==> config.mk <==
export PLATFORM = sky130hd
export DESIGN_NAME = piecewise_linear_efficiency_lookup
export DESIGN_NICKNAME = d
export VERILOG_FILES = /design/src/design/plel_pkg.sv /design/src/design/plel_ram.sv /design/src/design/piecewise_linear_efficiency_lookup.sv
export VERILOG_INCLUDE_DIRS = /design/src /design/src/design
export SDC_FILE = /design/constraint.sdc
export NUM_CORES = 2
export LEC_CHECK = 0
export BUFFER_PORTS_ARGS = -buffer_cell sky130_fd_sc_hd__buf_2
export CAP_MARGIN = 20
export CORE_MARGIN = 1
export CORE_UTILIZATION = 60
export DETAILED_ROUTE_END_ITERATION = 7
export PLACE_DENSITY = 0.77
export SETUP_SLACK_MARGIN = 0.2
export SLEW_MARGIN = 10
export SYNTH_ARGS = -nofsm -noshare
export SYNTH_HDL_FRONTEND = slang
export SYNTH_SLANG_ARGS = --single-unit
==> constraint.sdc <==
create_clock -name clk_i -period 16.8 [get_ports clk_i]
set_input_delay 3.36 -clock clk_i [delete_from_list [all_inputs] [get_ports clk_i]]
set_output_delay 3.36 -clock clk_i [all_outputs]
set_load 0.005 [all_outputs]
==> src/design/piecewise_linear_efficiency_lookup_assert.svh <==
// Assertion macros for the efficiency lookup block.
`ifndef PIECEWISE_LINEAR_EFFICIENCY_LOOKUP_ASSERT_SVH
`define PIECEWISE_LINEAR_EFFICIENCY_LOOKUP_ASSERT_SVH

// Consequent must hold in the same cycle as the antecedent.
`define PLEL_ASSERT_SAME(label, clk, rst_n, ante, cons) \
  label: assert property (@(posedge clk) disable iff (!rst_n) (ante) |-> (cons)) \
    else $error("lookup check failed");

// Consequent must hold in the cycle after the antecedent.
`define PLEL_ASSERT_NEXT(label, clk, rst_n, ante, cons) \
  label: assert property (@(posedge clk) disable iff (!rst_n) (ante) |=> (cons)) \
    else $error("lookup check failed");

`endif

==> src/design/plel_pkg.sv <==
`timescale 1ns / 1ps
package plel_pkg;

  localparam int unsigned PointsDefault = 16;
  localparam int unsigned CountWidth    = 5;
  localparam int unsigned ValueWidth    = 16;
  localparam int unsigned WordWidth     = 2 * ValueWidth;

  localparam logic ReqLoad  = 1'b0;
  localparam logic ReqQuery = 1'b1;

  localparam logic [2:0] RegionEmpty   = 3'd0;
  localparam logic [2:0] RegionBelow   = 3'd1;
  localparam logic [2:0] RegionAbove   = 3'd2;
  localparam logic [2:0] RegionInterp  = 3'd3;
  localparam logic [2:0] RegionNoMatch = 3'd4;

  typedef struct packed {
    logic        req_type;
    logic [3:0]  entry_index;
    logic [15:0] entry_pt;
    logic [15:0] entry_eff;
    logic [15:0] query_pt;
  } req_t;

  typedef struct packed {
    logic [15:0] efficiency;
    logic [2:0]  region;
  } rsp_t;

  typedef struct packed {
    logic [15:0] pt;
    logic [15:0] eff;
  } bp_t;

  typedef enum logic [2:0] {
    ST_IDLE,
    ST_FIRST,
    ST_LAST,
    ST_WALK,
    ST_MUL,
    ST_DIV,
    ST_FIN,
    ST_OUT
  } state_e;

endpackage

==> src/design/plel_ram.sv <==
`timescale 1ns / 1ps
module plel_ram #(
  parameter int unsigned Width = 32,
  parameter int unsigned Depth = 16
) (
  input  logic                     clk_i,
  input  logic                     we_i,
  input  logic [$clog2(Depth)-1:0] waddr_i,
  input  logic [Width-1:0]         wdata_i,
  input  logic [$clog2(Depth)-1:0] raddr_i,
  output logic [Width-1:0]         rdata_o
);

  logic [Width-1:0] mem_q [Depth];
  logic [Width-1:0] rdata_q;

  always_ff @(posedge clk_i) begin
    if (we_i) begin
      mem_q[waddr_i] <= wdata_i;
    end
    rdata_q <= mem_q[raddr_i];
  end

  assign rdata_o = rdata_q;

endmodule

==> src/design/piecewise_linear_efficiency_lookup.sv <==
`timescale 1ns / 1ps
// Piecewise-linear efficiency lookup over a table of ascending breakpoints.
// Request channel (in_valid_i / in_ready_o, payload in_req_i): a load writes
// one table entry and produces no response; a query produces one response.
// Response channel (out_valid_o / out_ready_i, payload out_rsp_o) carries the
// efficiency (Q0.16) and a region code.
// Configuration channel (cfg_valid_i / cfg_ready_o, cfg_data_i) sets the
// number of breakpoints in use; it is always ready and is to be written while
// idle, which the block does not enforce. A query is handled one at a time: an
// empty table answers straight from idle, a query below the first point after
// the first-point check, one above the last point after the last-point check;
// an interpolated query walks the segments (one table read per segment from
// the single breakpoint RAM port), then multiplies and runs the 1-bit-per-cycle
// divider. A stalled response holds in the output register and no new request
// is taken until it is delivered. Reset clears the breakpoint count to zero
// and the sequencer to idle; table contents are undefined until loaded.
module piecewise_linear_efficiency_lookup #(
  parameter int unsigned POINTS = plel_pkg::PointsDefault
) (
  input  logic                        clk_i,
  input  logic                        rst_ni,
  input  logic                        in_valid_i,
  output logic                        in_ready_o,
  input  plel_pkg::req_t              in_req_i,
  output logic                        out_valid_o,
  input  logic                        out_ready_i,
  output plel_pkg::rsp_t              out_rsp_o,
  input  logic                        cfg_valid_i,
  output logic                        cfg_ready_o,
  input  logic [plel_pkg::CountWidth-1:0] cfg_data_i
);

  import plel_pkg::*;

  localparam int unsigned IW = $clog2(POINTS);
  localparam logic [CountWidth-1:0] NMax =
      (POINTS > 31) ? CountWidth'(31) : CountWidth'(POINTS);

  state_e state_q, state_d;

  logic [CountWidth-1:0] count_q;
  logic [CountWidth-1:0] n_q, n_d;
  logic [CountWidth-1:0] cnt_q, cnt_d;
  logic [15:0]           pt_q, pt_d;
  bp_t                   prev_q, prev_d;
  logic [15:0]           e0_q, e0_d;
  logic [15:0]           dx_q, dx_d;
  logic [15:0]           dpt_q, dpt_d;
  logic [15:0]           mag_q, mag_d;
  logic                  neg_q, neg_d;
  logic [15:0]           rem_q, rem_d;
  logic [15:0]           quot_q, quot_d;
  logic [3:0]            step_q, step_d;
  rsp_t                  out_q, out_d;

  logic                  req_acc;
  logic                  ram_we;
  logic [IW-1:0]         raddr;
  logic [WordWidth-1:0]  rdata_raw;
  bp_t                   rdata;
  bp_t                   wword;
  logic [CountWidth-1:0] n_sat;
  logic                  below_first, above_last, seg_hit, walk_end;
  logic [16:0]           trial;
  logic                  trial_ge;
  logic [31:0]           prod;

  assign in_ready_o  = (state_q == ST_IDLE);
  assign req_acc     = in_valid_i && in_ready_o;
  assign cfg_ready_o = 1'b1;
  assign out_valid_o = (state_q == ST_OUT);
  assign out_rsp_o   = out_q;

  assign n_sat = (count_q > NMax) ? NMax : count_q;

  // Table write: drop loads that fall outside the table.
  assign ram_we = req_acc && (in_req_i.req_type == ReqLoad) &&
                  (32'(in_req_i.entry_index) < POINTS);
  assign wword  = '{pt: in_req_i.entry_pt, eff: in_req_i.entry_eff};

  plel_ram #(
    .Width (WordWidth),
    .Depth (POINTS)
  ) u_table (
    .clk_i   (clk_i),
    .we_i    (ram_we),
    .waddr_i (IW'(in_req_i.entry_index)),
    .wdata_i (wword),
    .raddr_i (raddr),
    .rdata_o (rdata_raw)
  );

  assign rdata = bp_t'(rdata_raw);

  // Shared compare unit for the table walk.
  assign below_first = (pt_q < rdata.pt);
  assign above_last  = (pt_q > rdata.pt);
  assign seg_hit     = (prev_q.pt < pt_q) && (pt_q <= rdata.pt);
  assign walk_end    = (cnt_q == n_q - CountWidth'(1));

  // Shared divider step: one quotient bit per cycle.
  assign trial    = {rem_q, quot_q[15]};
  assign trial_ge = (trial >= {1'b0, dx_q});

  assign prod = dpt_q * mag_q;

  always_comb begin
    state_d = state_q;
    case (state_q)
      ST_IDLE: begin
        if (req_acc && (in_req_i.req_type == ReqQuery)) begin
          state_d = (n_sat == '0) ? ST_OUT : ST_FIRST;
        end
      end
      ST_FIRST: begin
        state_d = below_first ? ST_OUT : ST_LAST;
      end
      ST_LAST: begin
        if (above_last || (n_q == CountWidth'(1))) begin
          state_d = ST_OUT;
        end else begin
          state_d = ST_WALK;
        end
      end
      ST_WALK: begin
        if (seg_hit) begin
          state_d = ST_MUL;
        end else if (walk_end) begin
          state_d = ST_OUT;
        end
      end
      ST_MUL: state_d = ST_DIV;
      ST_DIV: begin
        if (step_q == 4'd15) begin
          state_d = ST_FIN;
        end
      end
      ST_FIN: state_d = ST_OUT;
      ST_OUT: begin
        if (out_ready_i) begin
          state_d = ST_IDLE;
        end
      end
      default: state_d = ST_IDLE;
    endcase
  end

  always_comb begin
    n_d    = n_q;
    cnt_d  = cnt_q;
    pt_d   = pt_q;
    prev_d = prev_q;
    e0_d   = e0_q;
    dx_d   = dx_q;
    dpt_d  = dpt_q;
    mag_d  = mag_q;
    neg_d  = neg_q;
    rem_d  = rem_q;
    quot_d = quot_q;
    step_d = step_q;
    out_d  = out_q;
    raddr  = '0;
    case (state_q)
      ST_IDLE: begin
        pt_d  = in_req_i.query_pt;
        n_d   = n_sat;
        out_d = '{efficiency: 16'd0, region: RegionEmpty};
      end
      ST_FIRST: begin
        prev_d = rdata;
        raddr  = IW'(n_q - CountWidth'(1));
        out_d  = '{efficiency: 16'd0, region: RegionBelow};
      end
      ST_LAST: begin
        raddr = IW'(1);
        cnt_d = CountWidth'(1);
        if (above_last) begin
          out_d = '{efficiency: rdata.eff, region: RegionAbove};
        end else begin
          out_d = '{efficiency: 16'd0, region: RegionNoMatch};
        end
      end
      ST_WALK: begin
        raddr  = IW'(cnt_q + CountWidth'(1));
        cnt_d  = cnt_q + CountWidth'(1);
        prev_d = rdata;
        e0_d   = prev_q.eff;
        dx_d   = rdata.pt - prev_q.pt;
        dpt_d  = pt_q - prev_q.pt;
        neg_d  = (rdata.eff < prev_q.eff);
        mag_d  = (rdata.eff < prev_q.eff) ? (prev_q.eff - rdata.eff)
                                          : (rdata.eff - prev_q.eff);
      end
      ST_MUL: begin
        // High half of the product is below the divisor, so 16 steps suffice.
        rem_d  = prod[31:16];
        quot_d = prod[15:0];
        step_d = '0;
      end
      ST_DIV: begin
        rem_d  = trial_ge ? 16'(trial - {1'b0, dx_q}) : trial[15:0];
        quot_d = {quot_q[14:0], trial_ge};
        step_d = step_q + 4'd1;
      end
      ST_FIN: begin
        out_d = '{efficiency: neg_q ? (e0_q - quot_q) : (e0_q + quot_q),
                  region: RegionInterp};
      end
      default: ;
    endcase
  end

  always_ff @(posedge clk_i or negedge rst_ni) begin
    if (!rst_ni) begin
      state_q <= ST_IDLE;
      count_q <= '0;
    end else begin
      state_q <= state_d;
      if (cfg_valid_i && cfg_ready_o) begin
        count_q <= cfg_data_i;
      end
    end
  end

  always_ff @(posedge clk_i) begin
    n_q    <= n_d;
    cnt_q  <= cnt_d;
    pt_q   <= pt_d;
    prev_q <= prev_d;
    e0_q   <= e0_d;
    dx_q   <= dx_d;
    dpt_q  <= dpt_d;
    mag_q  <= mag_d;
    neg_q  <= neg_d;
    rem_q  <= rem_d;
    quot_q <= quot_d;
    step_q <= step_d;
    out_q  <= out_d;
  end

`include "piecewise_linear_efficiency_lookup_assert.svh"

  `PLEL_ASSERT_SAME(a_one_at_a_time, clk_i, rst_ni, in_ready_o, !out_valid_o)
  `PLEL_ASSERT_NEXT(a_query_busy, clk_i, rst_ni,
                    req_acc && (in_req_i.req_type == ReqQuery), !in_ready_o)
  `PLEL_ASSERT_NEXT(a_load_silent, clk_i, rst_ni,
                    req_acc && (in_req_i.req_type == ReqLoad), !out_valid_o)
  `PLEL_ASSERT_SAME(a_zero_regions, clk_i, rst_ni,
                    out_valid_o && (out_rsp_o.region == RegionEmpty ||
                    out_rsp_o.region == RegionBelow ||
                    out_rsp_o.region == RegionNoMatch),
                    out_rsp_o.efficiency == 16'd0)

endmodule

# Yosys cells after proc, flatten, opt, wreduce, memory -nomap -nowiden
# Memories as Yosys holds them, arrays and structs flattened. A register that Yosys moved wholly into a read port is not among the register bits.
# Index checks and enable logic that the tools add are counted.
# totals
inputBits	63
regBits	186
output_inout_bits	22
mem_bits_rw	512
memories	1
elab_cells	85
# classes
multipliers	1
add_sub_neg	10
n_bitwise	1
n_reduce_logical	12
magnitude_cmp	7
muxes	22
eq_ne	14
# memory_table
memory	depth	width	rd	rd_clocked_by_memory_dff	wr	line	source
u_table.mem_q	16	32	1	1	1	plel_ram.sv:14	logic [Width-1:0] mem_q [Depth];
# op_table
op	n
16-bit subtractor	6
19-bit one-hot mux with 4 select lines	1
16-bit one-hot mux with 2 select lines	2
16-bit < comparator	3
16-bit two-way mux	3
16-bit by 16-bit multiplier with 32-bit output	1
3-bit two-way mux	8
3-bit one-hot mux with 8 select lines	1
19-bit two-way mux	1
17-bit by 16-bit >= comparator with 1-bit output	1
16-bit adder	1
16-bit > comparator	1
16-bit <= comparator	1
3-bit equality test (second input constant)	4
4-bit one-hot mux with 3 select lines	1
5-bit one-hot mux with 2 select lines	1
4-bit one-hot mux with 2 select lines	1
3-bit by 2-bit equality test with 1-bit output (second input constant)	2
5-bit by 1-bit adder with 5-bit output (second input constant)	1
5-bit by 1-bit equality test with 1-bit output (second input constant)	1
5-bit equality test	1
5-bit > comparator (second input constant)	1
5-bit logical NOT	1
5-bit two-way mux	1
other kinds (16)	22

# Logic depth before layout (Yosys ltp)
# depth
ltp_word	6
ltp_mapped	24
mapped_depth_nobuf	22

# Hierarchy
# A second synthesis with hierarchy kept.
# unflattened
hier_cells	2952
area_unflattened_um2	40143.5
# modules_own_cells
module	area_per_inst_um2	n_inst	cells_each
piecewise_linear_efficiency_lookup	20289.5	1	2114
plel_ram	19854.0	1	838

# Least setup slack after synthesis
# Ideal clock, no wire load.
# synth_path
path_type	input -> register
start	input port in_req_i[52] (netlist bit)
end	memory u_table.mem_q[0][0] (enable)
arrival_time_ns	6.177
path_slack_ns	10.162
cell_stages	3
path_buffers	0
required_time_ns	16.339
setup_time_ns	0.461
cell_sequence	nand3b_1 > or3_1 > nor3_1
# synth_via
elab_chain_cells	4
# synth_rtl
element	line	source
start, declared	piecewise_linear_efficiency_lookup.sv:24	input plel_pkg::req_t in_req_i,
1-bit inverter	piecewise_linear_efficiency_lookup.sv:77	assign ram_we = req_acc && (in_req_i.req_type == ReqLoad) &&
1-bit logical AND	piecewise_linear_efficiency_lookup.sv:77	
1-bit two-way mux	plel_ram.sv:18	if (we_i) begin
1-bit two-way mux (not written as such)	plel_ram.sv:19	mem_q[waddr_i] <= wdata_i;
end, declared	plel_ram.sv:14	
# No other way between the ends.

# Worst setup path after layout
# layout_path
start	register dpt_q[10]
end	register rem_q[12] (data pin)
# layout_via
elab_chain_cells	2
# layout_rtl
element	line	source
start, declared	piecewise_linear_efficiency_lookup.sv:48	logic [15:0] dpt_q, dpt_d;
start signal, assigned	piecewise_linear_efficiency_lookup.sv:232	dpt_q <= dpt_d;
16-bit by 16-bit multiplier with 32-bit output	piecewise_linear_efficiency_lookup.sv:105	assign prod = dpt_q * mag_q;
16-bit one-hot mux with 2 select lines	piecewise_linear_efficiency_lookup.sv:163	case (state_q)
via rem_d[12]	piecewise_linear_efficiency_lookup.sv:51	logic [15:0] rem_q, rem_d;
end signal, assigned	piecewise_linear_efficiency_lookup.sv:235	rem_q <= rem_d;
end, declared	piecewise_linear_efficiency_lookup.sv:51	
# The timed path passes the listed nets, and every way through them passes these cells.
# A chain may end at the register's enable or synchronous reset.

==> metrics.csv <==
metric,value,unit
run status,finished clean,
placed wire-length estimate,62900,microns
peak clock frequency supported by timing,147,MHz
pin count of the biggest net entering global routing,68,
Critical Path Sink Type,flop,
Critical R2R Capture,rem_q[12],
fraction of registers with async set or reset after synthesis,0.0110,
distinct cell type count after synthesis,75,
post-synth net total,3487,
instance count of the mapped netlist,3006,
dpl cell area,0.0419,sq mm
Ys Warns,0,
Global Route met3 Usage,0.0523,
initial cell density of the core,0.610,
critical path endpoint,rem_q[12],
worst reg2reg startpoint,dpt_q[10],
gr usage total,0.288,
post-CTS repair timing setup buffer count,0,
row count,94,
worst relative slew slack,0.350,
"Net count, final",3574,
global routing met2 resource utilization,0.472,
sequential-to-total area share from yosys stat,0.534,
Post-DRT Antenna Nets,0,
type of the setup path with the least slack,reg2reg,
final worst clock skew,0.0410,ns
required time at the worst-slack endpoint,17.17,ns
DRC viols,0,
TritonCTS clock tree,yes,
average size of a mapped cell,13.4,sq um
Max clock buf depth,3,
most used flip-flop cell after synthesis,sky130_fd_sc_hd__edfxtp_1,
clock-pin slew of the registers on the worst-case setup and hold paths,0.06,ns
routability congestion estimate,0.902,
most frequent cells in the layout,"sky130_fd_sc_hd__edfxtp_1 (690), sky130_fd_sc_hd__inv_1 (338), sky130_fd_sc_hd__nand2_1 (288), sky130_fd_sc_hd__ha_1 (218), sky130_fd_sc_hd__fa_1 (200)",
design area,0.0444,sq mm
number of detailed-routing iterations run before antenna repair,5,
transition time of the tightest slew-check pin,0.976,ns
final wirelength,95800,microns
final-report hold violation count,0,
overall overflow remaining after global route,0,
met1 demand-to-capacity share in global routing,0.393,
cell area after technology mapping,0.0404,sq mm
maximum capacitance violations,0,
number of enable-type register cells in the synthesized netlist,690,
placeable core area,0.0662,sq mm
later-pin clock latency in the skew report,0.64,ns
setup TNS,0,ns
Vert. Die Dim,261,microns
global-route wire length before repair,147000,microns
flop-to-flop setup slack,10.00,ns
ratio of cells with drive above 1 in the final layout,0.127,
total number of clock tree sinks,730,
initial antenna violation count,9,
total clock buffers created by CTS,76,
number of global-route vias before repair,25400,
Initial DRC Count,2203,
Hold Slack,0.470,ns
area growth from synthesis to layout,9.88,%
synthesized flop and latch total,730,
"most common cell after layout, fill and taps aside",sky130_fd_sc_hd__edfxtp_1,
chip width,261,microns
Resize count post-CTS,0,
count of hold-fix buffers inserted at cts,0,
min cycle time layout,6.80,ns
worst-path fanout max,16,
Die Outline Area,0.0684,sq mm
library cell used as clock root buffer,sky130_fd_sc_hd__clkbuf_16,
routed length per instance,23.8,microns
layer with the highest usage after global routing,met2,
htree depth,3,
RSZ-0062 raised after global routing,false,
final number of max-transition violations,0,
cell depth of the worst flop-to-flop path,20,
kind of launch point of the worst setup path,flop,
arrival time of data at the critical path endpoint,7.17,ns
final critical-path share of the clock period,0.405,
final core utilization,0.670,
Boundary Pins,85,
detailed-route vias per instance,6.13,
class of the worst hold path,reg2reg,
port buffer count,83,
launching element of the worst setup path,dpt_q[10],
number of setup violations in the final report,0,
vias after detailed routing,24700,
==> per-layer routing <==
metal | vias up | wire (microns)
met5 | - | 106
met4 | 16 | 2680
met3 | 195 | 7570
met2 | 1030 | 46800
met1 | 12500 | 38700
li1 | 10900 | -
==> logic make-up (layout without fill, tap and decap cells) <==
kind of cell	after synthesis	in the layout	synth area share
XOR/XNOR	108	108	0.0234
flip-flops	730	730	0.534
adder cells (fa/ha/maj)	418	418	0.167
AND/OR/NAND/NOR	736	736	0.0878
multiplexers	147	147	0.0763
AO/OA/AOI/OAI	419	419	0.0691
other	1	2	0.0000929
buffers and inverters	447	596	0.0427
==> flip-flops by register name, indices dropped and copies added, names as in the netlist, 19 cells and up <==
register and count:
u_table.mem_q 512, u_table.rdata_o 32, prev_q 32, out_rsp_o 19
==> per-stage QoR <==
stage,setup WS [ns],std cells
after floorplan,10.16,3006
after global placement,10.14,3877
after detailed placement,10.05,3877
after CTS,10.02,4017
after global routing,9.69,4020
final,10.00,4020
==> worst max-delay path, stage by stage (launching register included) <==
cell and delay, ns:
sky130_fd_sc_hd__edfxtp_1 0.76, sky130_fd_sc_hd__nand2_1 0.18, sky130_fd_sc_hd__fa_1 0.54, sky130_fd_sc_hd__fa_1 0.58, sky130_fd_sc_hd__fa_1 0.45, sky130_fd_sc_hd__fa_1 0.54, sky130_fd_sc_hd__inv_1 0.05, sky130_fd_sc_hd__fa_1 0.47
sky130_fd_sc_hd__inv_1 0.05, sky130_fd_sc_hd__fa_1 0.47, sky130_fd_sc_hd__inv_1 0.04, sky130_fd_sc_hd__ha_1 0.37, sky130_fd_sc_hd__nand2_1 0.10, sky130_fd_sc_hd__nor2_1 0.16, sky130_fd_sc_hd__a22oi_1 0.14, sky130_fd_sc_hd__a31oi_1 0.57
sky130_fd_sc_hd__a22oi_1 0.24, sky130_fd_sc_hd__o21ai_1 0.28, sky130_fd_sc_hd__and2_1 0.21, sky130_fd_sc_hd__nor2_1 0.06, sky130_fd_sc_hd__o31a_1 0.29
==> worst min path at each step <==
stage | startpoint | to | slack, ns | cells after the start
finish | u_table.rdata_o[20] | prev_q[20] | 0.47 | 0
global route | prev_q[15] | e0_q[15] | 0.49 | 0
CTS | u_table.rdata_o[20] | prev_q[20] | 0.47 | 0
detailed placement | prev_q[15] | e0_q[15] | 0.46 | 0
global placement | prev_q[15] | e0_q[15] | 0.44 | 0
floorplan | prev_q[15] | e0_q[15] | 0.43 | 0
==> Yosys cell counts, drive strengths merged (5+ instances only) <==
cell type | n | area [sq um]
a21oi | 92 | 460
fa | 200 | 4000
a211o | 8 | 70.1
or3 | 18 | 113
and2 | 154 | 966
nand3 | 31 | 155
nor2b | 28 | 175
xor2 | 35 | 307
a21boi | 7 | 52.6
o21bai | 11 | 82.6
mux2 | 8 | 90.1
a21o | 38 | 285
buf | 28 | 150
dfrtp | 8 | 200
nor4 | 6 | 37.5
xnor2 | 73 | 639
nor2 | 113 | 424
o21ai | 82 | 414
inv | 339 | 1270
nor3 | 33 | 165
o31ai | 5 | 37.5
a211oi | 51 | 383
a221oi | 7 | 67.6
mux4 | 128 | 2880
o21a | 21 | 158
nand2 | 288 | 1080
clkbuf | 80 | 300
nand3b | 5 | 37.5
nand4 | 12 | 75.1
and3 | 13 | 81.3
nand2b | 22 | 138
mux2i | 11 | 110
edfxtp | 690 | 20700
dfxtp | 32 | 641
a31oi | 45 | 282
ha | 218 | 2730
or2 | 5 | 31.3
==> layout make-up <==
cell class | count | area, sq um
fill | 4603 | 21800
sequential | 730 | 21600
multi-input combinational | 1829 | 17300
clock buffer | 100 | 2040
inverter | 339 | 1270
tap | 864 | 1080
timing repair buffer | 117 | 698
clock inverter | 40 | 437
antenna | 1 | 2.50
Power is left out: the tool's default activity adds up to more than one toggle a clock period on the data nets, which glitch-free logic cannot reach.
